`src/rtl/das_pkg.sv`:
```
package das_pkg;

   localparam int UID_W       = 56;
   localparam int UID_LEN_W   = 3;
   localparam int TIME_W      = 32;
   localparam int MS_W        = 16;
   localparam int CSR_INDEX_W = 3;
   localparam int UID_SLOTS   = UID_W / 8;

   localparam int UID_BYTES_DEFAULT = 7;

   localparam logic [TIME_W-1:0] BIO_TIMEOUT_MS = 32'd5000;

   localparam logic [MS_W-1:0] UNLOCK_HOLD_RESET    = 16'd5000;
   localparam logic [MS_W-1:0] OPEN_GRACE_RESET     = 16'd3000;
   localparam logic [MS_W-1:0] TAMPER_DEBOUNCE_RESET = 16'd50;

   localparam logic [CSR_INDEX_W-1:0] CSR_ALLOW_UID_A       = 3'd0;
   localparam logic [CSR_INDEX_W-1:0] CSR_ALLOW_LEN_A       = 3'd1;
   localparam logic [CSR_INDEX_W-1:0] CSR_ALLOW_UID_B       = 3'd2;
   localparam logic [CSR_INDEX_W-1:0] CSR_ALLOW_LEN_B       = 3'd3;
   localparam logic [CSR_INDEX_W-1:0] CSR_STRIKE_HOLD_MS    = 3'd4;
   localparam logic [CSR_INDEX_W-1:0] CSR_OPEN_GRACE_MS     = 3'd5;
   localparam logic [CSR_INDEX_W-1:0] CSR_TAMPER_GAP_MS     = 3'd6;
   localparam logic [CSR_INDEX_W-1:0] CSR_NEEDS_FINGERPRINT = 3'd7;

   typedef enum logic [2:0] {
      ST_IDLE    = 3'd0,
      ST_CARD    = 3'd1,
      ST_BIO     = 3'd2,
      ST_DECIDE  = 3'd3,
      ST_GRANTED = 3'd4,
      ST_DENIED  = 3'd5,
      ST_MONITOR = 3'd6,
      ST_RELOCK  = 3'd7
   } state_type;

   typedef enum logic [1:0] {
      EV_NONE       = 2'd0,
      EV_GRANT_CARD = 2'd1,
      EV_GRANT_BIO  = 2'd2,
      EV_DENIED     = 2'd3
   } event_type;

   localparam logic [1:0] CMD_NONE   = 2'd0;
   localparam logic [1:0] CMD_UNLOCK = 2'd1;
   localparam logic [1:0] CMD_LOCK   = 2'd2;

   typedef struct packed {
      logic [UID_W-1:0]     allow_uid_a;
      logic [UID_LEN_W-1:0] allow_len_a;
      logic [UID_W-1:0]     allow_uid_b;
      logic [UID_LEN_W-1:0] allow_len_b;
      logic [MS_W-1:0]      strike_hold_ms;
      logic [MS_W-1:0]      open_grace_ms;
      logic [MS_W-1:0]      tamper_gap_ms;
      logic                 needs_fingerprint;
   } cfg_type;

   typedef struct packed {
      logic [TIME_W-1:0]    time_ms;
      logic                 card_present;
      logic [UID_W-1:0]     card_uid;
      logic [UID_LEN_W-1:0] card_uid_len;
      logic                 exit_pressed;
      logic                 finger_match;
      logic                 door_open;
      logic                 tamper_edge;
      logic [1:0]           remote_command;
   } req_type;

   typedef struct packed {
      state_type state_now;
      logic      lock_relay;
      logic      status_led;
      event_type access_event;
      logic      alert_tamper;
      logic      alert_denied;
      logic      alert_propped;
      logic      command_ack;
   } rsp_type;

endpackage

```
`src/rtl/das_uid_match.sv`:
```
module das_uid_match import das_pkg::*; #(
   parameter int UID_BYTES = UID_BYTES_DEFAULT
) (
   input  logic [UID_W-1:0]     uid,
   input  logic [UID_LEN_W-1:0] uid_len,
   input  logic [UID_W-1:0]     entry_uid,
   input  logic [UID_LEN_W-1:0] entry_len,
   output logic                 hit
);

   logic [UID_SLOTS-1:0] byte_ok;

   always_comb begin
      for (int i = 0; i < UID_SLOTS; i++) begin
         if ((i < UID_BYTES) && (UID_LEN_W'(i) < uid_len)) begin
            byte_ok[i] = (uid[8*i +: 8] == entry_uid[8*i +: 8]);
         end else begin
            byte_ok[i] = 1'b1;
         end
      end
      hit = (uid_len == entry_len) && (&byte_ok);
   end

endmodule

```
`src/rtl/das_core.sv`:
```
module das_core import das_pkg::*; #(
   parameter int UID_BYTES = UID_BYTES_DEFAULT
) (
   input  logic    clock,
   input  logic    reset,
   input  logic    step_en,
   input  cfg_type cfg,
   input  req_type req,
   output rsp_type rsp
);

   state_type            state_ff, state_in, state_cmd;
   logic [UID_W-1:0]     held_uid_ff, held_uid_in;
   logic [UID_LEN_W-1:0] held_len_ff, held_len_in;
   logic                 bio_ff, bio_in;
   logic                 grant_ff, grant_in;
   logic [TIME_W-1:0]    entered_ff, entered_in;
   logic [TIME_W-1:0]    last_tamper_ff, last_tamper_in;
   logic                 relay_ff, relay_in;
   logic                 led_ff, led_in;

   logic [TIME_W-1:0]    since_tamper;
   logic [TIME_W-1:0]    elapsed;
   logic                 tamper_hit;
   logic                 hit_a, hit_b;
   event_type            ev;
   logic                 a_denied, a_propped;

   das_uid_match #(.UID_BYTES(UID_BYTES)) u_match_a (
      .uid       (held_uid_ff),
      .uid_len   (held_len_ff),
      .entry_uid (cfg.allow_uid_a),
      .entry_len (cfg.allow_len_a),
      .hit       (hit_a)
   );

   das_uid_match #(.UID_BYTES(UID_BYTES)) u_match_b (
      .uid       (held_uid_ff),
      .uid_len   (held_len_ff),
      .entry_uid (cfg.allow_uid_b),
      .entry_len (cfg.allow_len_b),
      .hit       (hit_b)
   );

   assign since_tamper = req.time_ms - last_tamper_ff;
   assign elapsed      = req.time_ms - entered_ff;
   assign tamper_hit   = req.tamper_edge &&
                         (since_tamper > {{(TIME_W-MS_W){1'b0}}, cfg.tamper_gap_ms});

   always_comb begin
      state_in       = state_ff;
      held_uid_in    = held_uid_ff;
      held_len_in    = held_len_ff;
      bio_in         = bio_ff;
      grant_in       = grant_ff;
      entered_in     = entered_ff;
      relay_in       = relay_ff;
      led_in         = led_ff;
      last_tamper_in = tamper_hit ? req.time_ms : last_tamper_ff;
      ev             = EV_NONE;
      a_denied       = 1'b0;
      a_propped      = 1'b0;

      // remote command comes ahead of the step
      state_cmd = state_ff;
      if ((req.remote_command == CMD_UNLOCK) && (state_ff == ST_IDLE)) begin
         grant_in   = 1'b1;
         state_cmd  = ST_GRANTED;
         entered_in = req.time_ms;
      end else if (req.remote_command == CMD_LOCK) begin
         relay_in = 1'b0;
      end
      state_in = state_cmd;

      if (tamper_hit) begin
         led_in = 1'b1;
      end

      unique case (state_cmd)
         ST_IDLE: begin
            led_in = 1'b0;
            if (req.card_present) begin
               held_uid_in = req.card_uid;
               held_len_in = req.card_uid_len;
               state_in    = ST_CARD;
               entered_in  = req.time_ms;
            end
            if (req.exit_pressed) begin
               grant_in   = 1'b1;
               state_in   = ST_GRANTED;
               entered_in = req.time_ms;
            end
         end
         ST_CARD: begin
            if (!hit_a && !hit_b) begin
               state_in = ST_DENIED;
            end else if (cfg.needs_fingerprint) begin
               state_in = ST_BIO;
            end else begin
               grant_in = 1'b1;
               state_in = ST_DECIDE;
            end
            entered_in = req.time_ms;
         end
         ST_BIO: begin
            if (req.finger_match) begin
               bio_in     = 1'b1;
               grant_in   = 1'b1;
               state_in   = ST_DECIDE;
               entered_in = req.time_ms;
            end else if (elapsed > BIO_TIMEOUT_MS) begin
               grant_in   = 1'b0;
               state_in   = ST_DECIDE;
               entered_in = req.time_ms;
            end
         end
         ST_DECIDE: begin
            state_in   = grant_ff ? ST_GRANTED : ST_DENIED;
            entered_in = req.time_ms;
         end
         ST_GRANTED: begin
            relay_in   = 1'b1;
            ev         = bio_ff ? EV_GRANT_BIO : EV_GRANT_CARD;
            state_in   = ST_MONITOR;
            entered_in = req.time_ms;
            bio_in     = 1'b0;
         end
         ST_DENIED: begin
            ev         = EV_DENIED;
            a_denied   = 1'b1;
            state_in   = ST_IDLE;
            entered_in = req.time_ms;
            grant_in   = 1'b0;
            bio_in     = 1'b0;
         end
         ST_MONITOR: begin
            if (elapsed > {{(TIME_W-MS_W){1'b0}}, cfg.strike_hold_ms}) begin
               relay_in   = 1'b0;
               state_in   = ST_RELOCK;
               entered_in = req.time_ms;
            end else if (req.door_open &&
                         (elapsed > {{(TIME_W-MS_W){1'b0}}, cfg.open_grace_ms})) begin
               a_propped = 1'b1;
            end
         end
         ST_RELOCK: begin
            state_in   = ST_IDLE;
            entered_in = req.time_ms;
            grant_in   = 1'b0;
         end
      endcase

      rsp.state_now     = state_in;
      rsp.lock_relay    = relay_in;
      rsp.status_led    = led_in;
      rsp.access_event  = ev;
      rsp.alert_tamper  = tamper_hit;
      rsp.alert_denied  = a_denied;
      rsp.alert_propped = a_propped;
      rsp.command_ack   = (req.remote_command != CMD_NONE);
   end

   always_ff @(posedge clock) begin
      if (reset) begin
         state_ff       <= ST_IDLE;
         bio_ff         <= 1'b0;
         grant_ff       <= 1'b0;
         entered_ff     <= '0;
         last_tamper_ff <= '0;
         relay_ff       <= 1'b0;
         led_ff         <= 1'b0;
      end else if (step_en) begin
         state_ff       <= state_in;
         bio_ff         <= bio_in;
         grant_ff       <= grant_in;
         entered_ff     <= entered_in;
         last_tamper_ff <= last_tamper_in;
         relay_ff       <= relay_in;
         led_ff         <= led_in;
      end
   end

   // card buffer, no reset
   always_ff @(posedge clock) begin
      if (step_en) begin
         held_uid_ff <= held_uid_in;
         held_len_ff <= held_len_in;
      end
   end

endmodule

```
`src/rtl/door_access_sequencer.sv`:
```
// channel  dir  handshake            word
// req_     in   req_valid/req_ready  one poll pass: time, card, buttons, door, tamper, command
// rsp_     out  rsp_valid/rsp_ready  one pass result: state, relay, lamp, event, alerts, ack
// csr_     in   csr_write_en         register write, no wait, no read-back
//
// one pass per clock while rsp_ready allows it; a word goes from the input
// register through the core into the result register
// the input register refills while the result register waits, so a held rsp
// stalls req only once both registers are full
// reset is synchronous and brings back idle, relay released and the csr reset values
module door_access_sequencer import das_pkg::*; #(
   parameter int UID_BYTES = UID_BYTES_DEFAULT
) (
   input  logic                   clock,
   input  logic                   reset,

   input  logic                   req_valid,
   output logic                   req_ready,
   input  logic [TIME_W-1:0]      req_time_ms,
   input  logic                   req_card_present,
   input  logic [UID_W-1:0]       req_card_uid,
   input  logic [UID_LEN_W-1:0]   req_card_uid_len,
   input  logic                   req_exit_pressed,
   input  logic                   req_finger_match,
   input  logic                   req_door_open,
   input  logic                   req_tamper_edge,
   input  logic [1:0]             req_remote_command,

   output logic                   rsp_valid,
   input  logic                   rsp_ready,
   output logic [2:0]             rsp_state_now,
   output logic                   rsp_lock_relay,
   output logic                   rsp_status_led,
   output logic [1:0]             rsp_access_event,
   output logic                   rsp_alert_tamper,
   output logic                   rsp_alert_denied,
   output logic                   rsp_alert_propped,
   output logic                   rsp_command_ack,

   input  logic                   csr_write_en,
   input  logic [CSR_INDEX_W-1:0] csr_index,
   input  logic [UID_W-1:0]       csr_wdata
);

   cfg_type cfg_ff, cfg_in;
   req_type req_ff, req_in;
   logic    req_valid_ff, req_valid_in;
   rsp_type rsp_ff, rsp_next;
   logic    rsp_valid_ff, rsp_valid_in;
   logic    step_en;

   always_comb begin
      cfg_in = cfg_ff;
      if (csr_write_en) begin
         unique case (csr_index)
            CSR_ALLOW_UID_A:       cfg_in.allow_uid_a       = csr_wdata;
            CSR_ALLOW_LEN_A:       cfg_in.allow_len_a       = csr_wdata[UID_LEN_W-1:0];
            CSR_ALLOW_UID_B:       cfg_in.allow_uid_b       = csr_wdata;
            CSR_ALLOW_LEN_B:       cfg_in.allow_len_b       = csr_wdata[UID_LEN_W-1:0];
            CSR_STRIKE_HOLD_MS:    cfg_in.strike_hold_ms    = csr_wdata[MS_W-1:0];
            CSR_OPEN_GRACE_MS:     cfg_in.open_grace_ms     = csr_wdata[MS_W-1:0];
            CSR_TAMPER_GAP_MS:     cfg_in.tamper_gap_ms     = csr_wdata[MS_W-1:0];
            CSR_NEEDS_FINGERPRINT: cfg_in.needs_fingerprint = csr_wdata[0];
            default: ;
         endcase
      end
   end

   always_ff @(posedge clock) begin
      if (reset) begin
         cfg_ff.allow_uid_a       <= '0;
         cfg_ff.allow_len_a       <= '0;
         cfg_ff.allow_uid_b       <= '0;
         cfg_ff.allow_len_b       <= '0;
         cfg_ff.strike_hold_ms    <= UNLOCK_HOLD_RESET;
         cfg_ff.open_grace_ms     <= OPEN_GRACE_RESET;
         cfg_ff.tamper_gap_ms     <= TAMPER_DEBOUNCE_RESET;
         cfg_ff.needs_fingerprint <= 1'b0;
      end else begin
         cfg_ff <= cfg_in;
      end
   end

   assign step_en      = req_valid_ff && (!rsp_valid_ff || rsp_ready);
   assign req_ready    = !req_valid_ff || step_en;
   assign req_valid_in = req_ready ? req_valid : req_valid_ff;
   assign rsp_valid_in = step_en ? 1'b1 : (rsp_ready ? 1'b0 : rsp_valid_ff);

   always_comb begin
      req_in.time_ms        = req_time_ms;
      req_in.card_present   = req_card_present;
      req_in.card_uid       = req_card_uid;
      req_in.card_uid_len   = req_card_uid_len;
      req_in.exit_pressed   = req_exit_pressed;
      req_in.finger_match   = req_finger_match;
      req_in.door_open      = req_door_open;
      req_in.tamper_edge    = req_tamper_edge;
      req_in.remote_command = req_remote_command;
   end

   always_ff @(posedge clock) begin
      if (reset) begin
         req_valid_ff <= 1'b0;
         rsp_valid_ff <= 1'b0;
      end else begin
         req_valid_ff <= req_valid_in;
         rsp_valid_ff <= rsp_valid_in;
      end
   end

   always_ff @(posedge clock) begin
      if (req_valid && req_ready) begin
         req_ff <= req_in;
      end
      if (step_en) begin
         rsp_ff <= rsp_next;
      end
   end

   das_core #(.UID_BYTES(UID_BYTES)) u_core (
      .clock   (clock),
      .reset   (reset),
      .step_en (step_en),
      .cfg     (cfg_ff),
      .req     (req_ff),
      .rsp     (rsp_next)
   );

   assign rsp_valid         = rsp_valid_ff;
   assign rsp_state_now     = rsp_ff.state_now;
   assign rsp_lock_relay    = rsp_ff.lock_relay;
   assign rsp_status_led    = rsp_ff.status_led;
   assign rsp_access_event  = rsp_ff.access_event;
   assign rsp_alert_tamper  = rsp_ff.alert_tamper;
   assign rsp_alert_denied  = rsp_ff.alert_denied;
   assign rsp_alert_propped = rsp_ff.alert_propped;
   assign rsp_command_ack   = rsp_ff.command_ack;

endmodule

```
`config.mk`:
```
export PLATFORM = sky130hd
export DESIGN_NAME = door_access_sequencer
export DESIGN_NICKNAME = d
export VERILOG_FILES = /design/src/rtl/das_pkg.sv /design/src/rtl/das_uid_match.sv /design/src/rtl/das_core.sv /design/src/rtl/door_access_sequencer.sv
export SDC_FILE = /design/constraint.sdc
export NUM_CORES = 1
export LEC_CHECK = 0
export ABC_AREA = 1
export BUFFER_PORTS_ARGS = -buffer_cell sky130_fd_sc_hd__buf_2
export CORE_MARGIN = 2
export CORE_UTILIZATION = 60
export DETAILED_ROUTE_END_ITERATION = 6
export GPL_TIMING_DRIVEN = 0
export PLACE_DENSITY = 0.87
export SYNTH_ARGS = -nofsm -noshare
export SYNTH_HDL_FRONTEND = slang
export SYNTH_SLANG_ARGS = --single-unit
export TNS_END_PERCENT = 1
```
`constraint.sdc`:
```
create_clock -name clock -period 5.72 [get_ports clock]
set_input_delay 0.572 -clock clock [delete_from_list [all_inputs] [get_ports clock]]
set_output_delay 0.572 -clock clock [all_outputs]
set_load 0.02 [all_outputs]
```
==> metrics.txt <==
CP required=around 6200 ps; Final Hold Fails=0; antenna violations before repair=3; CTS tree=yes; Slowest cell on crit path=edfxtp_1; TNS Setup=0 ps; Reg clk slew, reported paths=around 70 ps; Bufs on Longest Clock Path=3; hold buffers post-CTS=0; Async SR Flop Fraction=0%; worst slack, placed=roughly 950 ps; pin count of the biggest net entering global routing=69; all-layer global routing usage=around 31%; std cell rows=slightly above 70; Post-CTS Setup Repair Bufs=0; HPWL Detailed=46.2 mm; final worst-path setup slack=between 800 and 900 ps; final wirelength=roughly 62 mm; share of cells above drive strength 1=about 11%; RSZ-0062 raised after global routing=no; Period Utilization, post-route=between 80% and 90%; GRT Residual Overflow=0; # port buffers=172; clk_lat worst skew=between 500 and 600 ps; max_cap viols=0; Final Util=roughly 68%; sequential area share after synthesis=about 42%; worst-margin pin slew=857 ps; slowest cell delay on critical path=around 500 ps; most used cell, CP=nand2_1; clk sinks=between 400 and 500; Net Count, Synth=~3.4k; H-tree levels=2; CP Capture Type=register; Setup-failing EPs final=0; root buffer cell=clkbuf_16; final antenna-violating net count=0; mapped cell area=23200 um^2; TritonRoute pass-1 iters=5; #FFs+latches synth=between 400 and 500; DR iter-0 viols=1932; fin nets=~3.6k; Top delay family on crit path=simple AND/OR/NAND/NOR gates; Area growth syn-to-layout=12.6%; f_max=about 200 MHz; Wirelength per Cell=about 16 um; GR Util met3=5.03%; YS warnings=0; via count=around 21k; Peak VDD IR=0.303 mV; Die Area=between 40000 and 50000 um^2; crit path kind=register to register; Post-Synthesis Cells=about 3.1k; busiest metal layer after global routing=met2; met1 Use GR=between 40% and 50%; Worst Clk Skew=~27 ps; status=completed; pwr dens=~290 nW/um^2; Slew Viols, Final=0; Die Y=around 200 um; Data arrival, critical path=approximately 5300 ps; Starting Density=between 60% and 70%; Cell variety after synth=between 40 and 50; Crit Path Max Fanout=10; DRC violations left=0; total CTS buffers=approximately 40; average vias per placed instance=around 5.4; IO Pins=roughly 180; mean post-synth cell area=7.37 um^2; vias in the first global route=~20k; post-cts sizing count=0; gpl congestion=between 0.9 and 1; GR Util met2=49.3%; Post-Layout Inst Area=between 20000 and 30000 um^2; most common cell after layout, fill and taps aside=nand2_1; Startpoint Class=register; hold crit path type=input pin to register; Slew HR=between 40% and 50%; fin crit period=between 4000 and 5000 ps; critical path buffer and inverter count=5; core area=between 30000 and 40000 um^2; chip width=around 200 um; first-pass GRT wire length=~99 mm; EDFF count, synth=approximately 170; area of placed instances=roughly 25000 um^2; most frequent cells in the layout=nand2_1, nor2_1, inv_1; Most used DFF post-synth=dfxtp_1; P_leak=12.4 nW
registers in the layout (all words and copies together), names as in the netlist, 2 cells and up:
register / flops
u_core.last_tamper_ff: 32
u_core.held_uid_ff: 56
rsp_state_now: 3
rsp_access_event: 2
u_core.state_ff: 3
u_core.entered_ff: 32
cfg_ff: 167
u_core.held_len_ff: 3
req_ff: 98
synth_stat cells (all sizes together) (3+ instances only):
cell type / instances / area [um^2]
nand2: 738 / 2890
nor2: 474 / 1820
inv: 467 / 1750
dfxtp: 240 / 4800
a21oi: 223 / 1120
o21ai: 194 / 975
edfxtp: 168 / 5040
nand3: 136 / 706
ha: 110 / 1380
clkbuf: 72 / 270
xor2: 56 / 498
or2: 49 / 307
xnor2: 45 / 394
o21a: 37 / 278
nand4: 28 / 181
buf: 23 / 183
nor3: 22 / 110
o211ai: 22 / 165
nor4: 8 / 50.1
nand3b: 7 / 52.6
a31oi: 5 / 31.3
clkinv: 4 / 15.0
o21bai: 4 / 30.0
a211oi: 3 / 22.5
and2: 3 / 18.8
stage by stage:
stage | hold WS [ps] | instances | total power, W
6_report | 147 | 3918 | 0.00748
5_1_grt | 139 | 3918 | 0.00781
4_1_cts | 126 | 3915 | 0.00746
3_5_place_dp | 405 | 3839 | 0.00480
3_3_place_gp | 401 | 3836 | 0.00476
2_1_floorplan | 400 | 3146 | 0.00437
metal layers:
metal | share of wire [%] | up-vias
li1 | - | 10470
met1 | 42 | 9708
met2 | 45 | 913
met3 | 8.9 | 185
met4 | 4.7 | 0
met5 | 0 | -
cells by family (layout without fill, tap and decap cells):
kind of cell	Yosys count	in the layout	synth area share, %
XOR/XNOR	101	101	3.85
other	0	3	0
adder cells (fa/ha/maj)	112	112	6.11
flip-flops	408	408	42.5
buffers and inverters	566	817	9.58
AO/OA/AOI/OAI	493	493	11.5
AND/OR/NAND/NOR	1466	1466	26.5
where the power goes:
| group | switching, W | internal [W] |
|---|---|---|
| Clock | 0.00121 | 0.00148 |
| Sequential | 0.0000898 | 0.00318 |
| Combinational | 0.000989 | 0.000534 |
worst register-to-register path, stage by stage, from the launching register on:
cell and delay (ps):
edfxtp_1 490, inv_1 210, ha_1 180, inv_1 60, fa_1 400, nand3_1 90, nand2_1 150, a31oi_1 350
o21ai_2 170, xor2_1 200, ha_1 300, nand2_1 60, nor2_1 120, inv_1 50, nor4_1 290, nand4_1 140
nand2_1 140, nand3_1 90, nor2_1 110, nand3b_1 80, nor2_1 110, nand3_1 170, nand3_1 160, buf_4 240
buf_4 200, nand2_1 70, nand2_1 60, nor2_1 50
final timing paths:
check / startpoint / endpoint / slack (ps) / cells after the start
min: req_time_ms[9] / req_ff[75] / 150 / 1
max reg2reg: req_ff[66] / u_core.last_tamper_ff[14] / 870 / 27
min reg2reg: req_ff[38] / u_core.held_uid_ff[29] / 420 / 0
max: req_ff[66] / u_core.last_tamper_ff[14] / 870 / 27
layout make-up:
cell class                      count  area [um^2]
Timing Repair Buffer              175          928
Multi-Input combinational cell   2172        11100
Fill cell                        3107        12300
Antenna cell                        3         7.51
Clock inverter                     21          223
Inverter                          471         1770
Tap cell                          518          648
Clock buffer                       55         1110
Buffer                             95          453
Sequential cell                   408         9850
No activity file was read; power rests on OpenSTA's default activity.
